--- config.mk ---
export PLATFORM = sky130hd
export DESIGN_NAME = mips_basic_block_boundary_scanner
export DESIGN_NICKNAME = d
export VERILOG_FILES = /design/src/mbbs_pkg.sv /design/src/mbbs_queue.sv /design/src/mbbs_front.sv /design/src/mbbs_back.sv /design/src/mips_basic_block_boundary_scanner.sv
export VERILOG_INCLUDE_DIRS = /design/src /design/src/src
export SDC_FILE = /design/constraint.sdc
export NUM_CORES = 1
export LEC_CHECK = 0
export ABC_AREA = 1
export BUFFER_PORTS_ARGS = -buffer_cell sky130_fd_sc_hd__buf_2
export CAP_MARGIN = 20
export CORE_MARGIN = 2
export CORE_UTILIZATION = 53
export DETAILED_ROUTE_END_ITERATION = 16
export PLACE_DENSITY_LB_ADDON = 0.08
export SETUP_SLACK_MARGIN = 0.05
export SYNTH_ARGS = -nofsm -noshare
export SYNTH_HDL_FRONTEND = slang
export SYNTH_SLANG_ARGS = --single-unit
--- constraint.sdc ---
create_clock -name clk -period 3.75 [get_ports clk]
set_clock_uncertainty 0.05 [all_clocks]
set_input_delay 0.5625 -clock clk [delete_from_list [all_inputs] [get_ports clk]]
set_output_delay 0.5625 -clock clk [all_outputs]
set_load 0.01 [all_outputs]
--- src/mips_basic_block_boundary_scanner_assert.svh ---
// ----------------------------------------------------------------------------
// basic block scanner assertion macros
// concurrent checks clocked on clk, switched off while rst_n is low
// ----------------------------------------------------------------------------
`ifndef MIPS_BASIC_BLOCK_BOUNDARY_SCANNER_ASSERT_SVH
`define MIPS_BASIC_BLOCK_BOUNDARY_SCANNER_ASSERT_SVH

// same-cycle implication
`define MBBS_ASSERT_IMP(label, ante, cons, msg) \
    label: assert property (@(posedge clk) disable iff (!rst_n) (ante) |-> (cons)) \
        else $error(msg);

// next-cycle implication
`define MBBS_ASSERT_NXT(label, ante, cons, msg) \
    label: assert property (@(posedge clk) disable iff (!rst_n) (ante) |=> (cons)) \
        else $error(msg);

`endif

--- src/mbbs_pkg.sv ---
// ----------------------------------------------------------------------------
// mbbs_pkg
// shared types, opcode codes and defaults of the basic block scanner
// ----------------------------------------------------------------------------
package mbbs_pkg;

    // defaults for top-level parameters
    localparam int MAX_BLOCK_WORDS_DEF = 64;
    localparam int QUEUE_DEPTH_DEF     = 4;

    localparam logic [9:0] PAGE_LAST = 10'h3FF;

    // major opcodes
    localparam logic [5:0] OP_SPECIAL = 6'h00;
    localparam logic [5:0] OP_REGIMM  = 6'h01;
    localparam logic [5:0] OP_J       = 6'h02;
    localparam logic [5:0] OP_BGTZ    = 6'h07;
    localparam logic [5:0] OP_COP0    = 6'h10;
    localparam logic [5:0] OP_BEQL    = 6'h14;
    localparam logic [5:0] OP_BGTZL   = 6'h17;

    // special function codes
    localparam logic [5:0] FN_JR      = 6'h08;
    localparam logic [5:0] FN_JALR    = 6'h09;
    localparam logic [5:0] FN_SYSCALL = 6'h0C;
    localparam logic [5:0] FN_BREAK   = 6'h0D;

    // cop0 rs codes
    localparam logic [4:0] RS_MT = 5'h04;
    localparam logic [4:0] RS_CO = 5'h10;

    // cop0 operation function codes
    localparam logic [5:0] FN_TLBR  = 6'h01;
    localparam logic [5:0] FN_TLBWI = 6'h02;
    localparam logic [5:0] FN_TLBWR = 6'h06;
    localparam logic [5:0] FN_TLBP  = 6'h08;
    localparam logic [5:0] FN_ERET  = 6'h18;

    // cop0 registers whose write closes a block
    localparam logic [4:0] CP0_ENTRYHI = 5'd10;
    localparam logic [4:0] CP0_COMPARE = 5'd11;
    localparam logic [4:0] CP0_STATUS  = 5'd12;
    localparam logic [4:0] CP0_CAUSE   = 5'd13;
    localparam logic [4:0] CP0_CONFIG  = 5'd16;

    typedef struct packed {
        logic        block_start;
        logic        fetch_ok;
        logic [9:0]  page_word;
        logic [31:0] insn;
    } item_t;

    typedef struct packed {
        logic       keep;
        logic       block_done;
        logic       block_empty;
        logic       branch_ended;
        logic [6:0] word_count;
    } result_t;

    // classified word handed from front to back
    typedef struct packed {
        logic block_start;
        logic fetch_ok;
        logic slot_branch;  // branch or jump, pulls in a delay slot
        logic stop_after;   // closes the block once kept
    } class_t;

endpackage

--- src/mbbs_queue.sv ---
// ----------------------------------------------------------------------------
// mbbs_queue
// small register queue of classified words between front and back
// ----------------------------------------------------------------------------
module mbbs_queue #(
    parameter int DEPTH = mbbs_pkg::QUEUE_DEPTH_DEF
) (
    input  logic            clk,
    input  logic            rst_n,
    input  logic            wr_en,
    input  mbbs_pkg::class_t wr_data,
    output logic            full,
    input  logic            rd_en,
    output mbbs_pkg::class_t rd_data,
    output logic            empty
);

    localparam int PW = (DEPTH > 1) ? $clog2(DEPTH) : 1;
    localparam int FW = $clog2(DEPTH + 1);

    mbbs_pkg::class_t mem_reg [DEPTH];
    logic [PW-1:0] wr_ptr_reg, wr_ptr_next;
    logic [PW-1:0] rd_ptr_reg, rd_ptr_next;
    logic [FW-1:0] fill_reg, fill_next;
    logic          do_wr, do_rd;

    assign full    = (fill_reg == FW'(DEPTH));
    assign empty   = (fill_reg == '0);
    assign rd_data = mem_reg[rd_ptr_reg];
    assign do_wr   = wr_en && !full;
    assign do_rd   = rd_en && !empty;

    always_comb
    begin
        wr_ptr_next = wr_ptr_reg;
        rd_ptr_next = rd_ptr_reg;
        fill_next   = fill_reg;
        if (do_wr)
        begin
            wr_ptr_next = (wr_ptr_reg == PW'(DEPTH - 1)) ? '0 : wr_ptr_reg + PW'(1);
        end
        if (do_rd)
        begin
            rd_ptr_next = (rd_ptr_reg == PW'(DEPTH - 1)) ? '0 : rd_ptr_reg + PW'(1);
        end
        if (do_wr && !do_rd)
        begin
            fill_next = fill_reg + FW'(1);
        end
        else if (do_rd && !do_wr)
        begin
            fill_next = fill_reg - FW'(1);
        end
    end

    always_ff @(posedge clk or negedge rst_n)
    begin
        if (!rst_n)
        begin
            wr_ptr_reg <= '0;
            rd_ptr_reg <= '0;
            fill_reg   <= '0;
        end
        else
        begin
            wr_ptr_reg <= wr_ptr_next;
            rd_ptr_reg <= rd_ptr_next;
            fill_reg   <= fill_next;
        end
    end

    always_ff @(posedge clk)
    begin
        if (do_wr)
        begin
            mem_reg[wr_ptr_reg] <= wr_data;
        end
    end

endmodule

--- src/mbbs_front.sv ---
// ----------------------------------------------------------------------------
// mbbs_front
// instruction classifier: branch with delay slot, block-closing word
// ----------------------------------------------------------------------------
module mbbs_front (
    input  mbbs_pkg::item_t  item,
    output mbbs_pkg::class_t cls
);

    logic [5:0] op;
    logic [5:0] fn;
    logic [4:0] rs;
    logic [4:0] rt;
    logic [4:0] rd;
    logic       slot;
    logic       stop;

    assign op = item.insn[31:26];
    assign rs = item.insn[25:21];
    assign rt = item.insn[20:16];
    assign rd = item.insn[15:11];
    assign fn = item.insn[5:0];

    always_comb
    begin
        slot = 1'b0;
        stop = 1'b0;
        unique case (op) inside
            mbbs_pkg::OP_SPECIAL:
            begin
                slot = (fn == mbbs_pkg::FN_JR) || (fn == mbbs_pkg::FN_JALR);
                stop = (fn == mbbs_pkg::FN_SYSCALL) || (fn == mbbs_pkg::FN_BREAK);
            end
            mbbs_pkg::OP_REGIMM:
            begin
                // bltz/bgez family and their likely and link forms
                slot = (rt[3:2] == 2'b00);
            end
            [mbbs_pkg::OP_J:mbbs_pkg::OP_BGTZ],
            [mbbs_pkg::OP_BEQL:mbbs_pkg::OP_BGTZL]:
            begin
                slot = 1'b1;
            end
            mbbs_pkg::OP_COP0:
            begin
                if (rs == mbbs_pkg::RS_CO)
                begin
                    stop = (fn == mbbs_pkg::FN_TLBR)  || (fn == mbbs_pkg::FN_TLBWI) ||
                           (fn == mbbs_pkg::FN_TLBWR) || (fn == mbbs_pkg::FN_TLBP)  ||
                           (fn == mbbs_pkg::FN_ERET);
                end
                else if (rs == mbbs_pkg::RS_MT)
                begin
                    stop = (rd == mbbs_pkg::CP0_ENTRYHI) || (rd == mbbs_pkg::CP0_COMPARE) ||
                           (rd == mbbs_pkg::CP0_STATUS)  || (rd == mbbs_pkg::CP0_CAUSE)   ||
                           (rd == mbbs_pkg::CP0_CONFIG);
                end
            end
            default:
            begin
                slot = 1'b0;
            end
        endcase
    end

    assign cls.block_start = item.block_start;
    assign cls.fetch_ok    = item.fetch_ok;
    assign cls.slot_branch = slot;
    assign cls.stop_after  = stop || (item.page_word == mbbs_pkg::PAGE_LAST);

endmodule

--- src/mbbs_back.sv ---
// ----------------------------------------------------------------------------
// mbbs_back
// block state tracker and result register
// ----------------------------------------------------------------------------
module mbbs_back #(
    parameter int MAX_BLOCK_WORDS = mbbs_pkg::MAX_BLOCK_WORDS_DEF
) (
    input  logic             clk,
    input  logic             rst_n,
    input  mbbs_pkg::class_t cls,
    input  logic             q_empty,
    output logic             q_pop,
    output logic             empty,
    input  logic             pop,
    output mbbs_pkg::result_t result
);

    // block can reach one word past the limit through a delay slot
    localparam int CW = $clog2(MAX_BLOCK_WORDS + 2);

    logic [CW-1:0]     count_reg, count_next;
    logic              await_reg, await_next;
    logic              open_reg, open_next;
    logic              branch_reg, branch_next;
    logic              valid_reg, valid_next;
    mbbs_pkg::result_t result_reg, result_next;

    logic [CW-1:0] count_base;
    logic [CW-1:0] count_new;
    logic          await_base;
    logic          branch_base;
    logic          done;

    assign q_pop  = !q_empty && (!valid_reg || pop);
    assign empty  = !valid_reg;
    assign result = result_reg;

    always_comb
    begin
        count_base  = cls.block_start ? '0 : count_reg;
        await_base  = cls.block_start ? 1'b0 : await_reg;
        branch_base = cls.block_start ? 1'b0 : branch_reg;

        count_next  = count_reg;
        await_next  = await_reg;
        open_next   = open_reg;
        branch_next = branch_reg;
        valid_next  = valid_reg;
        result_next = result_reg;
        count_new   = count_base;
        done        = 1'b0;

        if (valid_reg && pop)
        begin
            valid_next = 1'b0;
        end

        if (q_pop)
        begin
            valid_next  = 1'b1;
            result_next = '0;
            if (cls.block_start || open_reg)
            begin
                await_next  = await_base;
                branch_next = branch_base;
                if (await_base)
                begin
                    // delay slot: kept if fetched, block closes either way
                    result_next.keep         = cls.fetch_ok;
                    count_new                = count_base + CW'(cls.fetch_ok);
                    done                     = 1'b1;
                    result_next.branch_ended = branch_base;
                end
                else if (!cls.fetch_ok)
                begin
                    done = 1'b1;
                end
                else
                begin
                    result_next.keep = 1'b1;
                    count_new        = count_base + CW'(1);
                    if (cls.slot_branch)
                    begin
                        await_next  = 1'b1;
                        branch_next = 1'b1;
                    end
                    else if (cls.stop_after || (count_new >= CW'(MAX_BLOCK_WORDS)))
                    begin
                        done = 1'b1;
                    end
                end

                result_next.block_done  = done;
                result_next.block_empty = done && (count_new == '0);
                result_next.word_count  = 7'(count_new);

                if (done)
                begin
                    count_next  = '0;
                    await_next  = 1'b0;
                    open_next   = 1'b0;
                    branch_next = 1'b0;
                end
                else
                begin
                    count_next = count_new;
                    open_next  = 1'b1;
                end
            end
        end
    end

    always_ff @(posedge clk or negedge rst_n)
    begin
        if (!rst_n)
        begin
            count_reg  <= '0;
            await_reg  <= 1'b0;
            open_reg   <= 1'b0;
            branch_reg <= 1'b0;
            valid_reg  <= 1'b0;
        end
        else
        begin
            count_reg  <= count_next;
            await_reg  <= await_next;
            open_reg   <= open_next;
            branch_reg <= branch_next;
            valid_reg  <= valid_next;
        end
    end

    always_ff @(posedge clk)
    begin
        result_reg <= result_next;
    end

endmodule

--- src/mips_basic_block_boundary_scanner.sv ---
// ----------------------------------------------------------------------------
// mips_basic_block_boundary_scanner
// finds where a mips basic block ends, one fetched instruction word at a time
// ----------------------------------------------------------------------------
// usage
//   input side is a queue write port: drive item and raise push; the word is
//   taken at a clock edge where push is high and full is low
//   result side is a queue read port: while empty is low the oldest result
//   word sits on result; it is taken at an edge where pop is high
//   every input word gives exactly one result word, in order
// timing
//   one word per cycle sustained while results are popped; a word taken is
//   first held in the decoupling queue, then the block state update loads
//   its result into the result register, from where it can be popped
// stall
//   while pop is low the result register holds, the queue fills and full
//   rises after QUEUE_DEPTH further words; nothing is dropped
// reset
//   rst_n low clears the queue and the block state and marks the result
//   register empty; no block is open afterwards, so words without
//   block_start yield all-zero results until a block is started
// ----------------------------------------------------------------------------
module mips_basic_block_boundary_scanner #(
    parameter int MAX_BLOCK_WORDS = mbbs_pkg::MAX_BLOCK_WORDS_DEF,
    parameter int QUEUE_DEPTH     = mbbs_pkg::QUEUE_DEPTH_DEF
) (
    input  logic              clk,
    input  logic              rst_n,
    input  logic              push,
    output logic              full,
    input  mbbs_pkg::item_t   item,
    output logic              empty,
    input  logic              pop,
    output mbbs_pkg::result_t result
);

    // classified word from the decoder
    mbbs_pkg::class_t cls_in;
    // head of the queue seen by the block tracker
    mbbs_pkg::class_t cls_head;
    logic             q_empty;
    logic             q_pop;

    // front: decode opcode into branch / closing classes
    mbbs_front u_front (
        .item (item),
        .cls  (cls_in)
    );

    // queue lets decode keep taking words while results back up
    mbbs_queue #(
        .DEPTH (QUEUE_DEPTH)
    ) u_queue (
        .clk     (clk),
        .rst_n   (rst_n),
        .wr_en   (push),
        .wr_data (cls_in),
        .full    (full),
        .rd_en   (q_pop),
        .rd_data (cls_head),
        .empty   (q_empty)
    );

    // back: block length, delay slot tracking, result register
    mbbs_back #(
        .MAX_BLOCK_WORDS (MAX_BLOCK_WORDS)
    ) u_back (
        .clk     (clk),
        .rst_n   (rst_n),
        .cls     (cls_head),
        .q_empty (q_empty),
        .q_pop   (q_pop),
        .empty   (empty),
        .pop     (pop),
        .result  (result)
    );

`include "mips_basic_block_boundary_scanner_assert.svh"

    // an open block never reports empty or branch end
    `MBBS_ASSERT_IMP(a_open_flags, !empty && !result.block_done,
        !result.block_empty && !result.branch_ended, "flags set on open block")

    // an empty closed block keeps no word and reports zero length
    `MBBS_ASSERT_IMP(a_empty_len, !empty && result.block_empty,
        !result.keep && (result.word_count == 7'd0), "empty block with words")

    // a word taken from the queue always lands in the result register
    `MBBS_ASSERT_NXT(a_pop_lands, q_pop, !empty, "queued word lost")

endmodule

Yosys cells after proc, flatten, opt, wreduce, memory -nomap -nowiden
Memories as Yosys holds them, arrays and structs flattened.
Index checks and enable logic that the tools add are counted.
{"block": "totals", "ff_bits": 29, "mem_bits_rw": 16, "out_inout_bits": 13, "word_cells": 120, "mem_count": 1}
{"block": "op_classes", "n_addsub": 6, "magnitude_cmp": 5, "eq_ne": 21, "muxes": 37, "reduce_logical": 37}
{"name": "u_queue.mem_reg", "depth": 4, "width": 4, "rd": 1, "rd_ports_with_merged_regs": 0, "wr": 1, "line": "mbbs_queue.sv:21", "rtl": "mbbs_pkg::class_t mem_reg [DEPTH];"}
{"op": "7-bit two-way mux", "count": 6}
{"op": "1-bit two-way mux", "count": 25}
{"op": "6-bit by 4-bit == test with 1-bit output (second input constant)", "count": 4}
{"op": "5-bit by 4-bit == test with 1-bit output (second input constant)", "count": 4}
{"op": "1-bit logical OR", "count": 14}
{"op": "6-bit by 1-bit == test with 1-bit output (second input constant)", "count": 2}
{"op": "6-bit by 5-bit == test with 1-bit output (second input constant)", "count": 2}
{"op": "10-bit == test (second input constant)", "count": 1}
{"op": "5-bit == test (second input constant)", "count": 2}
{"op": "1-bit logical AND", "count": 9}
{"op": "7-bit by 1-bit adder with 7-bit output", "count": 1}
{"op": "7-bit by 1-bit adder with 7-bit output (second input constant)", "count": 1}
{"op": "7-bit >= comparator (second input constant)", "count": 1}
{"op": "7-bit logical NOT", "count": 1}
{"op": "6-bit by 2-bit == test with 1-bit output (second input constant)", "count": 1}
{"op": "6-bit by 3-bit == test with 1-bit output (second input constant)", "count": 1}
{"op": "6-bit by 2-bit >= comparator with 1-bit output (second input constant)", "count": 1}
{"op": "6-bit by 5-bit >= comparator with 1-bit output (second input constant)", "count": 1}
{"op": "6-bit by 3-bit less-or-equal comparator with 1-bit output (second input constant)", "count": 1}
{"op": "6-bit by 5-bit less-or-equal comparator with 1-bit output (second input constant)", "count": 1}
{"op": "6-bit logical NOT", "count": 1}
{"op": "3-bit two-way mux", "count": 2}
{"op": "5-bit by 3-bit == test with 1-bit output (second input constant)", "count": 1}
{"op": "1-bit logical NOT", "count": 5}
{"op": "other kinds (13)", "count": 18}

Depth between registers and ports, before layout
Gate-level depths: netlist (run 1).
An unclocked memory read counts as a cell.
{"block": "depth", "ltp_word": 12, "mapped_depth": 19, "mapped_depth_nobuf": 17}

By module
A second synthesis (run 1) with hierarchy kept.
{"block": "hier_totals", "cells_unflattened": 319, "hier_area_um2": 2726.4}
{"module": "mbbs_back", "n_inst": 1, "cells_each": 153, "area_each_um2": 1290.0}
{"module": "mbbs_queue", "n_inst": 1, "cells_each": 107, "area_each_um2": 1143.6}
{"module": "mbbs_front", "n_inst": 1, "cells_each": 59, "area_each_um2": 292.8}

Least setup slack after synthesis (run 1)
Ideal clock, no wire load.
{"block": "synth_timing", "kind": "input-to-reg", "start": "input pop", "end": "register u_queue.fill_reg[1]", "setup_ns": 0.125, "arrival_ns": 2.575, "t_required_ns": 3.575, "slack_ns": 1.001, "path_stages": 7, "n_path_buf": 0, "path_cell_list": "inv_1 > a21oi_1 > inv_1 > ha_1 > inv_1 > fa_1 > mux2_2"}
{"block": "synth_via", "elab_chain_len": 6}
{"item": "start: declaration", "line": "mips_basic_block_boundary_scanner.sv:33", "rtl": "input logic pop,"}
{"item": "1-bit logical OR", "line": "mbbs_back.sv:34", "rtl": "assign q_pop = !q_empty && (!valid_reg || pop);"}
{"item": "1-bit logical AND", "line": "mbbs_back.sv:34"}
{"item": "named net q_pop", "line": "mips_basic_block_boundary_scanner.sv:42", "rtl": "logic q_pop;"}
{"item": "1-bit logical AND", "line": "mbbs_queue.sv:31", "rtl": "assign do_rd = rd_en && !empty;"}
{"item": "1-bit logical NOT", "line": "mbbs_queue.sv:46", "rtl": "if (do_wr && !do_rd)"}
{"item": "1-bit logical AND", "line": "mbbs_queue.sv:46"}
{"item": "3-bit two-way mux", "line": "mbbs_queue.sv:46"}
{"item": "named net u_queue.fill_next[1]", "line": "mbbs_queue.sv:24", "rtl": "logic [FW-1:0] fill_reg, fill_next;"}
{"item": "end signal: assignment", "line": "mbbs_queue.sv:68", "rtl": "fill_reg <= fill_next;"}
{"item": "end: declaration", "line": "mbbs_queue.sv:24"}
The timed path passes the listed nets, and every way through them passes these cells.
A chain may end at the register's enable or synchronous reset.

==> run summary, run 1 <==
Leaving out fill and tap cells, the most frequent cells in the layout are nand2_1 (54), buf_2 (52), inv_1 (38). In the final design database the tool counted 381 nets. In this run, synthesis inferred 27 flip-flops with an integrated enable. The required arrival time at the worst endpoint came out at 3.75 ns. Headroom to the max-slew limit: 65.13%.

The run gives 0 as the setup fix buffers added after clock tree synthesis. Of all nets on the critical path, the largest fanout is 11. The worst min-delay path class is in -> async. The most used flip-flop cell after synthesis is edfxtp_1. The floorplan step set the die height to 72.22 um. The highest-delay cell along the critical path is dfrtp_1.

The number of antenna repair diodes came out at 0. The kind of end point of the critical path was a register. The most frequent cell on the critical path is nand2_1. The pin count of the biggest net entering global routing was 19. The run gives 0 as the count of hold buffers inserted by post-cts repair. The critical path arrival was 2.68 ns. TritonCTS built the clock tree. The logs give 4624 um for the routed wire length and 51.14% for the portion of the post-synthesis area used by sequential elements.

Static timing analysis puts the maximum clock frequency at 0.3720 GHz. The worst-skew pair later-pin latency was 0.30 ns. The effective utilization at floorplan was 55.87%; the total clock sinks was 45. In this run the power density over the cells is 691.8 mW/mm2. The global-route usage over all layers came out at 20.15%.

The tools report the number of filler cells placed in the layout as 385. For the synthesized instance count, the log shows 265. The delay contributed by the slowest stage of the critical path is 0.62 ns. The post-route DRC violation count was 0; the number of antenna violations at the first check in global routing was 0. After detailed routing, the number of vias per cell comes to 5.120. Setup violations remaining at the end of the flow were counted as 0. Detailed routing inserted a total of 1,925 vias.

Registers take 0.001261 mm2. The number of buffers and inverters on the critical path is 2. In this run, distinct cell masters in the synthesized netlist total 41. Pin placement for this block handled 61 I/O pins.

The max-slew violation count came out at 0. The width of the die was 72.22 um; the largest voltage drop on the vdd net was 0.3860 mV. When the netlist entered floorplanning its net count stood at 323.

The run gives 1.356 nW as the total leakage power. The area of the multi-input gates is 0.001023 mm2, and the flip-flop count of the largest register after layout is 16. Yosys printed 0 warnings. After synthesis, the share of flip-flops with an asynchronous set or reset is 40.00%. Setup repair after global routing left no endpoint under its margin. Clock tree synthesis inserted a total of 5 buffers.

STA classifies the critical path startpoint as a register. The congestion estimate from routability-driven global placement came to 0.8363. The flow ran to the end, and the final reports show no timing, DRC or antenna violations.

CTS built an H-tree with a depth of 2. The clock period could shrink to 2.689 ns. The number of resized instances in the post-cts repair step is 0.

The kind of cell with the highest combined delay along the critical path is simple AND/OR/NAND/NOR gates. In the final timing run, aggregate negative setup slack is 0 ns. The critical path is of the reg -> reg type. Synthesis inferred 45 register bits. Once detailed placement completed, the half-perimeter wirelength came to 3527 um. In this run the tool buffered the top-level ports with 52 buffer cells. The total count of hold-check failures in the final report was 0; the area of the die was 0.005215 mm2.

No sink is reached through more buffers than the 2 on the longest clock path. The transition at the pin with the smallest max-transition slack is 0.5225 ns. The run gives 1,810 as the via count of the first global-routing pass. Clock-pin slew was measured on the worst setup and hold paths at 0.08 ns. For the worst hold margin, the log shows 0.1402 ns. Area added between synthesis and finish: 15.73%. Dividing the detail-routed wire length by the instance count gives 12.30 um.

The count of TritonRoute iterations in the first routing pass was 4; the share of the cycle needed by the critical path after routing was 71.69%. The first global-routing pass estimated 8017 um of wire. The count of nets left with antenna violations once routing finished came out at 0. The total congestion overflow was 0; the post-synthesis instance area was 0.002466 mm2. Leaving out fill and tap cells, the most frequent cell in the layout is nand2_1. The master cell of the clock root buffer is clkbuf_8. Row generation in the floorplan step produced 24 rows.

The run gives 99 as the number of violations reported at the end of detailed-routing iteration 0. The share of layout cells above drive strength 1 works out to 25.00%. Walking the worst path, the cells encountered are inv_6 > nand2_1 > nand3_1 > nand2_1 > inv_1 > ha_1 > ha_1 > nand3b_1 > nand2_1 > nand2_1 > nand2_1 > nor2_1 > nand2_1 > nor2_1 > nand3_1 > nor2_1.

The total area inside the core boundary comes to 0.004414 mm2. The run gives 0 as the max capacitance violation total. The average instance area after synthesis works out to 9.306 um2.
==> metal layers <==
metal	GRT usage [%]	vias to the layer above	wire, um	part of all wire (%)
li1	-	1006	-	-
met1	27.78	863	2187	47
met2	31.91	50	2108	46
met3	4.583	6	262	5.7
met4	6.289	0	65	1.4
met5	0	-	0	0
==> path summary, 6_finish.rpt <==
kind	from	to	slack [ns]	depth (start not counted)
hold reg to reg	u_back.count_reg[0]	u_back.count_reg[0]	0.44	2
min in group clk	pop	u_back.valid_reg	0.40	2
setup / recovery	u_queue.rd_ptr_reg[0]	u_back.result[8]	1.06	16
max in group asynchronous	rst_n	u_queue.wr_ptr_reg[0]	3.20	1
setup reg to reg	u_queue.rd_ptr_reg[0]	u_back.result[8]	1.06	16
hold / removal	rst_n	u_queue.rd_ptr_reg[1]	0.14	1
==> final cells by class <==
type / instances / share of cell area [%]
Sequential cell: 45 / 44.19
Timing Repair Buffer: 53 / 9.382
Clock buffer: 5 / 2.411
Clock inverter: 3 / 0.4384
Multi-Input combinational cell: 178 / 35.86
Inverter: 40 / 5.436
Tap cell: 52 / 2.280
==> report_power, final <==
group | internal [W] | total, W | switching [W]
clock network | 0.000125 | 0.000280 | 0.000155
logic | 0.000307 | 0.000902 | 0.000595
registers | 0.000700 | 0.000792 | 0.0000922
==> worst reg2reg max path: stages (launching register included) <==
cell and delay (ns):
dfrtp_1 0.62, inv_6 0.09, nand2_1 0.08, nand3_1 0.09, nand2_1 0.23, inv_1 0.12, ha_1 0.23, ha_1 0.21
nand3b_1 0.18, nand2_1 0.12, nand2_1 0.06, nand2_1 0.08, nor2_1 0.05, nand2_1 0.06, nor2_1 0.04, nand3_1 0.08
nor2_1 0.04
==> metrics by stage <==
stage	setup WS (ns)	instances	utilization [%]	area, um2	power (W)
after floorplan	1.001	265	-	2466	0.001482
after global placement	1.120	368	62.81	2773	0.001686
after detailed placement	1.105	368	62.81	2773	0.001707
after CTS	1.064	376	64.65	2854	0.001989
after global routing	0.8049	376	64.65	2854	0.002148
final	1.061	376	64.65	2854	0.001974
==> synth_stat cells (3+ instances only) <==
cell type	instances	area [um2]
a21oi_1	7	35.03
dfrtp_1	18	450.4
edfxtp_1	27	810.8
ha_1	9	112.6
inv_1	38	142.6
nand2_1	54	202.7
nand2_2	3	18.77
nand3_1	15	75.07
nand3_2	5	50.05
nand4_1	3	18.77
nor2_1	29	108.9
nor3_1	4	20.02
o21ai_0	13	65.06
o21ai_1	4	20.02
o21ai_2	5	43.79
==> logic make-up (layout without fill, tap and decap cells) <==
logic type	count (synthesis)	count (layout)	share of synthesized area, %
buffers and inverters	42	101	7.357
XOR/XNOR	2	2	0.7104
AO/OA/AOI/OAI	40	40	10.76
adder cells (fa/ha/maj)	10	10	5.378
multiplexers	1	1	0.4566
AND/OR/NAND/NOR	125	125	24.20
flip-flops	45	45	51.14
Power figures use the tool's default switching activity.
==> inputs of run 2 (changes only) <==
Settings changed: CORE_UTILIZATION 53 to 48.
Clock period 3.75 ns to 2.4 ns, I/O delays scaled along.
==> run 2 against run 1 <==
  * Sequential share of layout area shrank 3.2 points
  * Fmax grew 22%
  * Combinational power grew 88%
  * Largest cell class unchanged
  * Non-clock buffer count grew 15
  * Global-route usage shrank 0.95 points
  * Largest power group unchanged
  * Sequential cell count is the same
  * Critical endpoint unchanged
  * Total power grew 71%
==> run summary, run 2 (synthesized netlist as in run 1, its figures left out) <==
The routed via count divided by cell count is 4.834. The clock tree synthesis step divided the H-tree into 2 levels. During placement, the flow inserted port buffers numbering 52.

Tracing the worst setup path back leads to its startpoint at u_queue.rd_ptr_reg[0]. The count of boundary I/O pins was 61; the number of placed instances, taps included was 396. The critical path is of the reg -> reg type. In this run switching power makes up 41.72% of total power.

The total congestion overflow was 0; the routed wire length was 4899 um. Headroom to the max-slew limit: 71.26%. For the final routed database, the setup TNS stands at 0 ns. The logs give 1,809 for the via count of the first global-routing pass and 409 for the filler-free cell count of the finished design. After global routing, the most crowded layer is met2. The hold-critical path depth was 2. The tools report the area of the die as 0.005727 mm2. The first routing iteration left 110 violations. Counting I/O delays and the setup requirement, the final critical path takes 2.209 ns.

The worst hold path endpoint is u_back.valid_reg. The worst setup path is captured at a register. The power density of the placed cells was 1098 mW/mm2; the remaining number of nets flagged by the antenna check after routing was 0.

Of the available clock period, the critical path in the final layout requires 92.03%. The critical path launch point type was a register. Wire length of the first global-routing pass: 8142 um. The initial utilization of the core area, before any placement, comes to 48.91%. The half-perimeter wire length after detailed placement is 3701 um, and the largest voltage drop on the vdd net is 0.5913 mV. The tools report the met1 track demand over resource as 25.64%.

Weighted congestion at the end of routability-driven global placement: 0.7943. Entering global routing, the biggest net connects 19 pins. The tools report the total count of hold-check failures in the final report as 0.

The sequential fraction of design power is 36.7%. The logs give 5 for the total CTS buffers and 50.2% for the part of the power in combinational logic. The flip-flop count of the largest register after layout is 16, and the max capacitance violation total is 0.

After clock tree synthesis, the clock-pin slew on the worst setup and hold paths is 0.08 ns. The startpoint of the most critical register-to-register path is u_queue.rd_ptr_reg[0]. Data on the critical path is required at its endpoint by 2.40 ns. Compared with the post-synthesis result, the final layout area differs by 24.86%. The switching power of the nets is 0.001411 W.

Hold is met by 0.1968 ns. The worst-skew pair later-pin latency was 0.29 ns. The first TritonRoute pass finished after 4 iterations.

The count of nets after finishing is 396. Global routing usage on met3: 4.365%. The startpoint of the most critical hold path is pop. Along the worst path, the maximum fanout reaches 7. Transition at the pin with the smallest max-transition slack: 0.4312 ns.

Setup violations remaining at the end of the flow were counted as 0. The site row count was 26. The clock network accounts for 13.1% of the total power. TritonCTS built the clock tree. The flow ran to the end, and the final reports show no timing, DRC or antenna violations. The number of antenna violations at the first check in global routing is 0. Most common cell after layout, fill and taps aside: buf_2. After detailed routing, the average wire length per cell comes to 11.98 um. In the layout the commonest cells are buf_2 (52), nand2_1 (50), inv_1 (34). The share of layout cells above drive strength 1 is 33.33%.

The run gives 30.92% as the met2 demand-to-capacity share in global routing. Max-slew violation count: 0. Detailed routing inserted a total of 1,977 vias.

Critical register-to-register path endpoint: u_back.result[8]. Setup repair after global routing left no endpoint under its margin. The die height is 75.68 um, and the post-route DRC violation count is 0. The die is 75.68 um wide.

The analysis attributes to cell leakage a power of 1.431 nW. The number of cells on the worst reg-to-reg path is 16. The repair_antennas step left the layout with diodes totalling 0.

The tools report the flop-to-flop setup slack as 0.19 ns. Timing would allow up to 0.4527 GHz. For the global-route usage over all layers, the log shows 19.21%. The total clock sinks was 45. The run gives 2.21 ns as the critical path arrival. Worst min-delay path class: in -> reg. After floorplanning, the core was sized to cover 0.005042 mm2. In this run the clock root is driven by a clkbuf_8. The cell-internal power was 0.001970 W; the number of buffers between clock root and the deepest sink was 2.
==> run 2: cell types whose count changed in the layout (fill, tap and decap cells not counted), moves of 3 or more <==
cell	delta
buf_4	+14
ha_1	-3
ha_4	+3
inv_1	-4
inv_2	+3
nand2_1	-4
==> run 2: final cells by class <==
class / count / area (um2)
Timing Repair Buffer: 68 / 382.9
Clock buffer: 6 / 72.57
Tap cell: 70 / 87.58
Multi-Input combinational cell: 178 / 1105
Sequential cell: 45 / 1264
Clock inverter: 2 / 10.01
Inverter: 40 / 157.7
Fill cell: 445 / 1963
==> run 2: critical path, cell delays in order (launching register included) <==
cell and delay (ns):
dfrtp_2 0.46, clkinv_4 0.10, nand2_1 0.08, nand3_2 0.07
nand2_1 0.11, inv_2 0.07, ha_4 0.17, ha_4 0.15
nand3b_1 0.19, nand2_2 0.09, nand2_1 0.06, nand2_2 0.07
nor2_2 0.04, nand2_1 0.07, nor2_1 0.05, nand3_1 0.08
nor2_1 0.05
==> run 2: per-stage QoR <==
step | worst slack [ns] | total power (W) | area (um2) | utilization [%]
2_1_floorplan | 0.1329 | 0.002317 | 2470 | -
3_3_place_gp | 0.05348 | 0.002776 | 2874 | 57.00
3_5_place_dp | 0.01874 | 0.002792 | 2874 | 57.00
4_1_cts | 0.06754 | 0.003240 | 2968 | 58.86
5_1_grt | 0.01302 | 0.003686 | 3079 | 61.07
6_report | 0.1913 | 0.003381 | 3079 | 61.07
==> run 2: worst max path at each step <==
stage / slack (ns) / endpoint / depth (start not counted)
after floorplan: 0.13 / u_queue.fill_reg[1] / 7
after global placement: 0.05 / u_back.result[8] / 16
after detailed placement: 0.02 / u_back.result[8] / 16
after CTS: 0.07 / u_back.result[8] / 15
after global routing: 0.01 / u_back.result[8] / 15
final: 0.19 / u_back.result[8] / 16
==> run 2: what timing repair did <==
action	in CTS	in global routing
resized for setup	1	24
gates cloned	0	0
hold buffers	1	0
setup endpoints to repair	1	3
hold endpoints to repair	18	0
setup buffers	0	4
pin swaps	0	10
==> run 2: layer usage <==
metal / routed length, um / vias to the layer above / share of wire [%]
li1: - / 1035 / -
met5: 0 / - / 0
met1: 2256 / 897 / 46
met3: 170 / 6 / 3.5
met4: 74 / 0 / 1.5
met2: 2397 / 39 / 49
==> run 2: power groups by stage <==
stage                     logic (W)  clock network (W)  registers (W)
final                       0.00170           0.000442        0.00124
after global routing        0.00192           0.000490        0.00128
after CTS                   0.00155           0.000452        0.00124
after detailed placement    0.00154                  0        0.00125
after global placement      0.00153                  0        0.00125
after floorplan             0.00106                  0        0.00125
==> inputs of run 3 (changes only) <==
Settings changed: ABC_AREA 1 to unset.
==> run 3 against run 2 <==
  * The flow now finishes with violations (negative setup slack)
  * Hold slack improved by 0.013 ns
  * Fmax shrank 15%
  * Die area down 1.8%
  * Total power grew 7.1%
  * Clock power increased by 56%
  * Sequential share of layout area shrank 2.2 points
  * Combinational power barely moved
  * Synthesized cell count down 23%
  * Register-to-register slack worse by 0.39 ns
  * Wire length down 1.4%
  * Area after synthesis fell by 1.9%
==> run summary, run 3 <==
The worst reg-to-reg path cell count is 9. Compared with the post-synthesis result, the final layout area differs by 34.20%. Each instance of the synthesized netlist takes up on average 11.80 um2.

The area of the die is 0.005623 mm2. Clock-pin slew was measured on the worst setup and hold paths at 0.09 ns. Input and output buffers added on the ports amount to 52. The clock period minus worst slack was 2.595 ns. 0 antenna diodes ended up in the layout.

The post-route met1 wirelength is 2126 um, and the count of nets after finishing is 343. For this run the aggregate overflow at the end of global routing stands at 0. edfxtp_1 is the most common cell in the netlist. The checks that failed: negative setup slack. The logs give 0.002419 mm2 for the post-synthesis instance area and 0 for the count of synthesis-stage warnings from yosys.

The worst hold margin is 0.2096 ns. Of the synthesized area, sequential elements account for 52.15%. The floorplan has 25 rows. The run finished, with violations left. The final worst setup slack is -0.1953 ns, and the XOR/XNOR share of the synthesized area is 2.535%. For this block, the routed nets add up to 4830 um of wire. The share of the cycle needed by the critical path after routing came out at 108.1%.

Count of different cell masters after synthesis: 47. The commonest cells after synthesis are edfxtp_1 (27), nor2_1 (19), dfrtp_1 (18), nand2_1 (16). The tools report the core box area as 0.004786 mm2. The endpoint identified for the worst register-to-register timing path is u_back.count_reg[3]. The worst hold path begins at pop. The worst min-delay path class is in -> reg.

Entering global routing, the biggest net connects 19 pins. The share of synthesized flip-flops with an asynchronous set or reset came out at 40.00%. The HPWL after detailed placement is 3519 um. From bottom edge to top edge, the die measures 74.99 um.

The met2 wire length is 2410 um, and the power density of the placed cells is 1116 mW/mm2. The tools report the critical path arrival as 2.73 ns. The transition at the pin with the smallest max-transition slack was 0.4501 ns. Combinational logic is responsible for 47.3% of the overall power. After detailed routing, no signal wire sits above met4. The global-route usage over all layers was 19.30%; the weighted congestion at the end of routability-driven global placement was 0.8104. Max-cap violations in this run came to 0. The total count of hold-check failures in the final report is 0, and the synthesized-area fraction occupied by ao, oa, aoi and oai cells is 11.74%. The share of synthesized area in the top cell type comes to 33.52%. The flip-flop count of the largest register after layout is 16, and the area fraction in and, or, nand and nor cells after synthesis is 17.90%.

The most common cell after layout, fill and taps aside is buf_2. In this run the static leakage power is 1.363 nW. The first detailed-routing pass ran for 5 iterations.

The tools report the switching power of the nets as 0.001292 W. Sequential cells burn 33.7% of the power. After Yosys synthesis, full adders, half adders and majority gates account for 5.484% of the synthesized area.

The clock net in this run drives a total of 45 sinks. During I/O placement, the number of pins put on the boundary was 61. STA classifies the critical path endpoint as a register. The detailed router finished its first iteration with 70 violations. Dividing the detail-routed via count by the number of cells gives 5.201. The count of flip-flops with a built-in enable after synthesis was 27; the required arrival time at the worst endpoint was 2.53 ns.

In the layout the commonest cells are buf_2 (52), edfxtp_1 (27), buf_4 (20). Counting along the longest clock path gives a buffer depth of 2. Buffers inserted during clock tree synthesis total 5.

Main combinational cell family by area after synthesis: simple AND/OR/NAND/NOR gates. For this run, design rule violations remaining after detail routing come to 0. Maximum achievable frequency: 0.3853 GHz. Worst hold path endpoint: u_back.valid_reg.

For this run, the leading register cell type out of synthesis is edfxtp_1. The run gives 1,836 as the count of vias placed by the detailed router. The worst setup path is launched from a register. The number of antenna violations at the first check in global routing came out at 0. The effective utilization at floorplan came out at 50.54%. Of the post-synthesis cell area, the part taken by muxes is 6.725%. Across the VDD grid, the largest voltage drop is 0.5392 mV. The via count of the first global-routing pass came out at 1,782. Ranked by total cell area, the synthesized netlist is headed by edfxtp_1 (34%), dfrtp_1 (19%), ha_1 (4.7%). Cell internal power was estimated by the tool at 0.002331 W. The width of the die is 74.99 um, and the remaining number of nets flagged by the antenna check after routing is 0.

The H-tree was split into 2 levels. For the worst-skew pair, the clock arrives at the later sink with an insertion delay of 0.30 ns. In the final timing run, aggregate negative setup slack is -1.155 ns. The first global-routing pass estimated 8128 um of wire. Dividing the detail-routed wire length by the instance count gives 13.68 um. Along the worst hold path, the cell count comes to 2.

The master cell of the clock root buffer was clkbuf_8. For the power consumption, the log shows 0.003623 W. The kind of critical path was reg -> reg. The synthesized design contains 45 register bits.

The power share of the clock group is 19.0%. The net switching share of the total power was 35.65%. Setup repair after global routing could not meet its margin everywhere. Synthesis produced 205 cells. For flop-to-flop paths, the worst setup slack is -0.20 ns.

The biggest area contributor in the post-synthesis netlist is edfxtp_1. The worst register-to-register path begins at u_queue.rd_ptr_reg[0]. After detailed routing, the met3 layer carries 202 um of wire. The largest fanout on the critical path was 7. Max-slew violation count: 0. The logs give 69.99% for the headroom to the max-slew limit and 263 for the post-synth net total. Of the cells placed in the final design, the portion with a size suffix greater than 1 is 43.01%.

TritonCTS built the clock tree. For the final-report setup violation count, the log shows 11.
run 3: cell count changes after synthesis, moves of 5 or more:
cell,change
nand2_1,-38
inv_1,-29
nand3_1,-14
nor2_1,-10
nor2b_1,+8
o31ai_1,+6
nand3_2,-5
o21ai_2,-5
run 3: cell type report:
| type | instances | area [um2] |
|---|---|---|
| Inverter | 9 | 33.78 |
| Clock inverter | 3 | 68.82 |
| Tap cell | 67 | 83.83 |
| Clock buffer | 5 | 68.82 |
| Timing Repair Buffer | 80 | 499.2 |
| Sequential cell | 45 | 1261 |
| Multi-Input combinational cell | 144 | 1230 |
| Fill cell | 365 | 1540 |
run 3: logic make-up (layout without fill, tap and decap cells):
logic type               count (synthesis)  count (layout)
AO/OA/AOI/OAI                           40              40
XOR/XNOR                                 7               7
multiplexers                            10              10
flip-flops                              45              45
buffers and inverters                   16              97
adder cells (fa/ha/maj)                 10              10
AND/OR/NAND/NOR                         77              77
run 3: power by group through the flow:
| stage | clock (W) | sequential (W) | combinational [W] |
|---|---|---|---|
| 4_1_cts | 0.000701 | 0.00122 | 0.00161 |
| 3_3_place_gp | 0 | 0.00123 | 0.00147 |
| 6_report | 0.000689 | 0.00122 | 0.00171 |
| 2_1_floorplan | 0 | 0.00125 | 0.00104 |
| 3_5_place_dp | 0 | 0.00123 | 0.00150 |
| 5_1_grt | 0.000730 | 0.00125 | 0.00190 |
run 3: through the flow:
stage	area (um2)	setup slack [ns]	instances	util (%)
6_report	3246	-0.1953	353	67.82
5_1_grt	3246	-0.3177	353	67.82
4_1_cts	3184	-0.1886	352	66.54
3_5_place_dp	2957	-0.1975	338	61.78
3_3_place_gp	2957	-0.1575	338	61.78
2_1_floorplan	2526	-0.4836	205	-
run 3: repair_timing:
item,CTS,global route
setup endpoints to repair,13,17
resized for setup,11,11
hold endpoints to repair,18,0
setup buffers,5,2
hold buffers,1,0
pin swaps,4,6
run 3: how the worst max path moves through the flow:
| stage | start | endpoint | slack [ns] | depth (start not counted) |
|---|---|---|---|---|
| after floorplan | u_queue.rd_ptr_reg[0] | u_back.result[8] | -0.48 | 12 |
| after global placement | u_queue.rd_ptr_reg[0] | u_back.result[8] | -0.16 | 9 |
| after detailed placement | u_queue.rd_ptr_reg[0] | u_back.result[8] | -0.20 | 8 |
| after CTS | u_queue.rd_ptr_reg[0] | u_back.result[8] | -0.19 | 9 |
| after global routing | u_queue.rd_ptr_reg[0] | u_back.result[8] | -0.32 | 9 |
| final | u_queue.rd_ptr_reg[0] | u_back.count_reg[3] | -0.20 | 9 |
run 3: metal layers:
layer	vias to the layer above	global-route usage [%]
met4	0	5.754
met2	49	32.16
li1	914	-
met3	8	4.418
met1	865	25.22
met5	-	0
run 3: worst max-delay path, cell delays in order (launching register included):
cell	delay, ns
dfrtp_1	0.39
mux4_2	0.60
nor2b_4	0.19
ha_4	0.16
nand3_2	0.07
xor2_2	0.18
o311ai_4	0.31
buf_6	0.19
o31ai_2	0.07
mux2_4	0.27
